`src/sv/bspline_curve_subdivision_defines.svh`:
```
// Assertion macros shared by the subdivision block.
`ifndef BSPLINE_CURVE_SUBDIVISION_DEFINES_SVH
`define BSPLINE_CURVE_SUBDIVISION_DEFINES_SVH

// Same-cycle implication.
`define BCS_ASSERT_IMP(lbl, clk, rst, ante, cons, msg) \
   lbl: assert property (@(posedge clk) disable iff (rst) (ante) |-> (cons)) \
      else $error(msg);

// Next-cycle implication.
`define BCS_ASSERT_NXT(lbl, clk, rst, ante, cons, msg) \
   lbl: assert property (@(posedge clk) disable iff (rst) (ante) |=> (cons)) \
      else $error(msg);

`endif

```
`src/sv/bcs_skid.sv`:
```
// Two-entry skid buffer that registers the result channel.
`default_nettype none

`include "bspline_curve_subdivision_defines.svh"

module bcs_skid #(
   parameter int Width = 97
) (
   input  wire logic             clock,
   input  wire logic             reset,
   input  wire logic             in_valid,
   output logic                  in_ready,
   input  wire logic [Width-1:0] in_data,
   output logic                  out_valid,
   input  wire logic             out_ready,
   output logic [Width-1:0]      out_data
);

   logic             main_valid_ff, main_valid_in;
   logic             spare_valid_ff, spare_valid_in;
   logic [Width-1:0] main_data_ff, main_data_in;
   logic [Width-1:0] spare_data_ff, spare_data_in;

   assign in_ready  = !spare_valid_ff;
   assign out_valid = main_valid_ff;
   assign out_data  = main_data_ff;

   always_comb begin
      main_valid_in  = main_valid_ff;
      spare_valid_in = spare_valid_ff;
      main_data_in   = main_data_ff;
      spare_data_in  = spare_data_ff;
      if (!main_valid_ff || out_ready) begin
         if (spare_valid_ff) begin
            main_data_in   = spare_data_ff;
            main_valid_in  = 1'b1;
            spare_valid_in = 1'b0;
         end else begin
            main_data_in  = in_data;
            main_valid_in = in_valid;
         end
      end else if (in_valid && in_ready) begin
         spare_data_in  = in_data;
         spare_valid_in = 1'b1;
      end
   end

   always_ff @(posedge clock) begin
      if (reset) begin
         main_valid_ff  <= 1'b0;
         spare_valid_ff <= 1'b0;
      end else begin
         main_valid_ff  <= main_valid_in;
         spare_valid_ff <= spare_valid_in;
      end
   end

   always_ff @(posedge clock) begin
      main_data_ff  <= main_data_in;
      spare_data_ff <= spare_data_in;
   end

   `BCS_ASSERT_IMP(spare_needs_main, clock, reset, spare_valid_ff, main_valid_ff, "skid spare filled with main empty")

endmodule

`default_nettype wire

```
`config.mk`:
```
export PLATFORM = sky130hd
export DESIGN_NAME = bcs_skid
export DESIGN_NICKNAME = d
export VERILOG_FILES = /design/src/sv/bcs_skid.sv
export VERILOG_INCLUDE_DIRS = /design/src /design/src/sv
export SDC_FILE = /design/constraint.sdc
export NUM_CORES = 1
export LEC_CHECK = 0
export BUFFER_PORTS_ARGS = -buffer_cell sky130_fd_sc_hd__buf_2
export CAP_MARGIN = 15
export CORE_MARGIN = 3
export CORE_UTILIZATION = 52
export DETAILED_ROUTE_END_ITERATION = 10
export GPL_TIMING_DRIVEN = 0
export PLACE_DENSITY = 0.81
export SLEW_MARGIN = 30
export SYNTH_ARGS = -nofsm -noshare
export SYNTH_HDL_FRONTEND = slang
export SYNTH_SLANG_ARGS = --single-unit
```
`constraint.sdc`:
```
create_clock -name clock -period 18.3 [get_ports clock]
set_clock_uncertainty 0.2 [all_clocks]
set_input_delay 3.66 -clock clock [delete_from_list [all_inputs] [get_ports clock]]
set_output_delay 3.66 -clock clock [all_outputs]
set_load 0.02 [all_outputs]
```
==> load_flow_metrics.sql <==
INSERT INTO impl_metrics (metric_group, metric, value, unit) VALUES
('global_routing', 'grt_start_max_net_pins', '41', ''),
('routing', 'route.vias.total', '3733', ''),
('yosys', 'synth_seq_area_share', '82.2', '%'),
('critical_path', 'crit_path_start_kind', 'input pin', ''),
('clock_tree', 'postCtsHoldBufs', '0', ''),
('layout', 'finish.instance_area', '9030', 'sq um'),
('placement', 'dpl-instance-area', '8510', 'sq um'),
('routing', 'drt_first_iter_violations', '177', ''),
('routing', 'wirelength', '13500', 'microns'),
('global_routing', 'grt_overflow_total', '0', ''),
('die', 'site_row_count', '42', ''),
('timing', 'worst_hold_check_slack', '0.345', 'ns'),
('yosys', 'mappedNetlistArea', '7140', 'sq um'),
('global_routing', 'globalRouteTotalUtil', '18.3', '%'),
('routing', 'via_per_inst', '5.10', ''),
('power_and_ir_drop', 'leakage', '0.00346', 'uW'),
('power_and_ir_drop', 'power_density', '103', 'nW/um^2'),
('critical_path', 'cpMaxStageDelayCell', 'nand2b_4', ''),
('placement', 'dp_hpwl', '9920', 'microns'),
('critical_path', 'setup.worst_path.class', 'in -> reg', ''),
('timing', 'finalMaxSlewViolations', '0', ''),
('routing', 'routedWlPerCell', '18.5', 'microns'),
('yosys', 'synth_nets', '411', ''),
('die', 'fp.dieArea', '15200', 'sq um'),
('global_routing', 'grt_pass1_wl', '20600', 'microns'),
('worst_hold_path', 'hold_path_depth', '1', ''),
('yosys', 'synthesis.yosys.warnings', '0', ''),
('critical_path', 'critical_path_buf_inv_count', '7', ''),
('routing', 'detail_route.wirelength.met1', '5110', 'microns'),
('clock_tree', 'cts_root_buffer', 'clkbuf_16', ''),
('timing', 'rsz0062_at_grt', 'no', ''),
('power_and_ir_drop', 'peakVddDrop', '0.0645', 'mV'),
('yosys', 'ys_seq_elements', '196', ''),
('critical_path', 'timing.rr.end', 'spare_data_ff[28]', ''),
('die', 'y_dimension_of_the_die', '123', 'microns'),
('routing', 'met3RoutedLength', '1090', 'microns'),
('routing', 'first_pass_iters', '4', ''),
('critical_path', 'crit_fanout', '40', ''),
('layout', 'finish.net_count', '644', ''),
('worst_hold_path', 'timing.hold.worst.class', 'reg -> reg', ''),
('clock_tree', 'cts_buffers', '17', ''),
('timing', 'final_period_minus_worst_setup_slack', '5.87', 'ns'),
('yosys', 'synth.area.top_cells', 'edfxtp_1 (82%), mux2_2 (15%), clkbuf_8 (1.9%)', ''),
('yosys', 'synth-main-ff-cell', 'edfxtp_1', ''),
('worst_hold_path', 'hold_end', 'out_data[67]', ''),
('critical_path', 'startpoint', 'out_ready', ''),
('layout', 'final_core_utilization', '67.7', '%'),
('critical_path', 'regToRegStartpoint', 'out_valid', ''),
('clock_tree', 'cts_tree', 'done', ''),
('routing', 'post-route-drc-count', '0', ''),
('critical_path', 'rr_worst_depth', '8', ''),
('critical_path', 'worst_stage_delay_on_the_critical_path', '0.36', 'ns'),
('clock_tree', 'cts_post_setup_buffers_inserted', '0', ''),
('yosys', 'synthCells', '310', ''),
('timing', 'timing.slew.headroom', '65.9', '%'),
('global_routing', 'grt_pass1_vias', '3963', ''),
('die', 'core_area', '13300', 'sq um'),
('die', 'fp.dieW', '123', 'microns'),
('timing', 'worst_slack', '12.43', 'ns'),
('yosys', 'synthesis.area_per_instance', '23.0', 'sq um'),
('clock_tree', 'cts_htree_levels', '4', ''),
('run_status', 'run_status', 'complete, no violations', ''),
('layout', 'drive_gt1_share', '63.3', '%'),
('routing', 'drtAntennaViolNets', '0', ''),
('job', 'max_cap_violations', '0', ''),
('yosys', 'synth-async-reset-ratio', '0', '%'),
('yosys', 'yosysUniqueCellTypes', '11', ''),
('critical_path', 'worst_ep_required_time', '18.22', 'ns'),
('critical_path', 'worstPathCellList', 'buf_2, nand2b_4, buf_12, nor3b_2, buf_4, buf_4, buf_4, buf_6, buf_4', ''),
('yosys', 'synth_most_common_cell', 'edfxtp_1', ''),
('clock_tree', 'clkTransAtPathRegs', '0.06', 'ns');
sequential cells by signal (all words and copies together) (netlist names):
| register | cells |
|---|---|
| out_data | 97 |
| spare_valid_ff | 1 |
| out_valid | 1 |
| spare_data_ff | 97 |
cell families after synthesis:
logic type             after synthesis  share of synthesized area, %
flip-flops                         196                          82.2
multiplexers                        97                          15.3
buffers and inverters               12                          2.14
AO/OA/AOI/OAI                        1                        0.0700
AND/OR/NAND/NOR                      4                         0.315
cells in the final DEF (no fill, tap or decap), drive strengths merged:
cell type  instances
a21oi              1
buf              215
clkbuf            29
clkinv            10
clkinvlp           3
dfxtp              2
edfxtp           194
inv                1
mux2              97
nand2b             1
nor2               1
nor3               1
nor3b              1
through the flow:
step | std cells | setup TNS [ns] | total power (uW)
2_1_floorplan | 310 | 0 | 579
3_3_place_gp | 685 | -87.11 | 613
3_5_place_dp | 700 | 0 | 615
4_1_cts | 732 | 0 | 941
5_1_grt | 732 | 0 | 966
6_report | 732 | 0 | 931
metal layers:
layer  vias to the layer above  GRT usage (%)
li1                       1718              -
met4                         2           7.96
met3                        29           6.82
met1                      1844           21.2
met5                         -              0
met2                       140           30.7
final cells by class:
type	count	area (sq um)
fill	931	4320
tap	176	220
timing repair buffer	214	1140
multi-input combinational	102	1130
sequential	196	5870
clock inverter	13	88.8
buffer	11	149
clock buffer	19	433
inverter	1	3.75
worst max-delay path by stage:
| stage | end | slack [ns] | cells after the start |
|---|---|---|---|
| global route | spare_data_ff[35] | 12.27 | 9 |
| CTS | spare_data_ff[30] | 12.41 | 9 |
| finish | spare_data_ff[28] | 12.43 | 9 |
| global placement | spare_data_ff[35] | -0.90 | 3 |
| floorplan | spare_data_ff[0] | 4.10 | 2 |
| detailed placement | spare_data_ff[35] | 11.97 | 9 |
power breakdown:
group | switching, uW | internal (uW) | leakage (uW)
registers | 5.95 | 519 | 0.00190
clock network | 153 | 173 | 0.000248
logic | 47.1 | 32.4 | 0.00131
total | 206 | 724 | 0.00346
No activity file was read; power rests on OpenSTA's default activity.
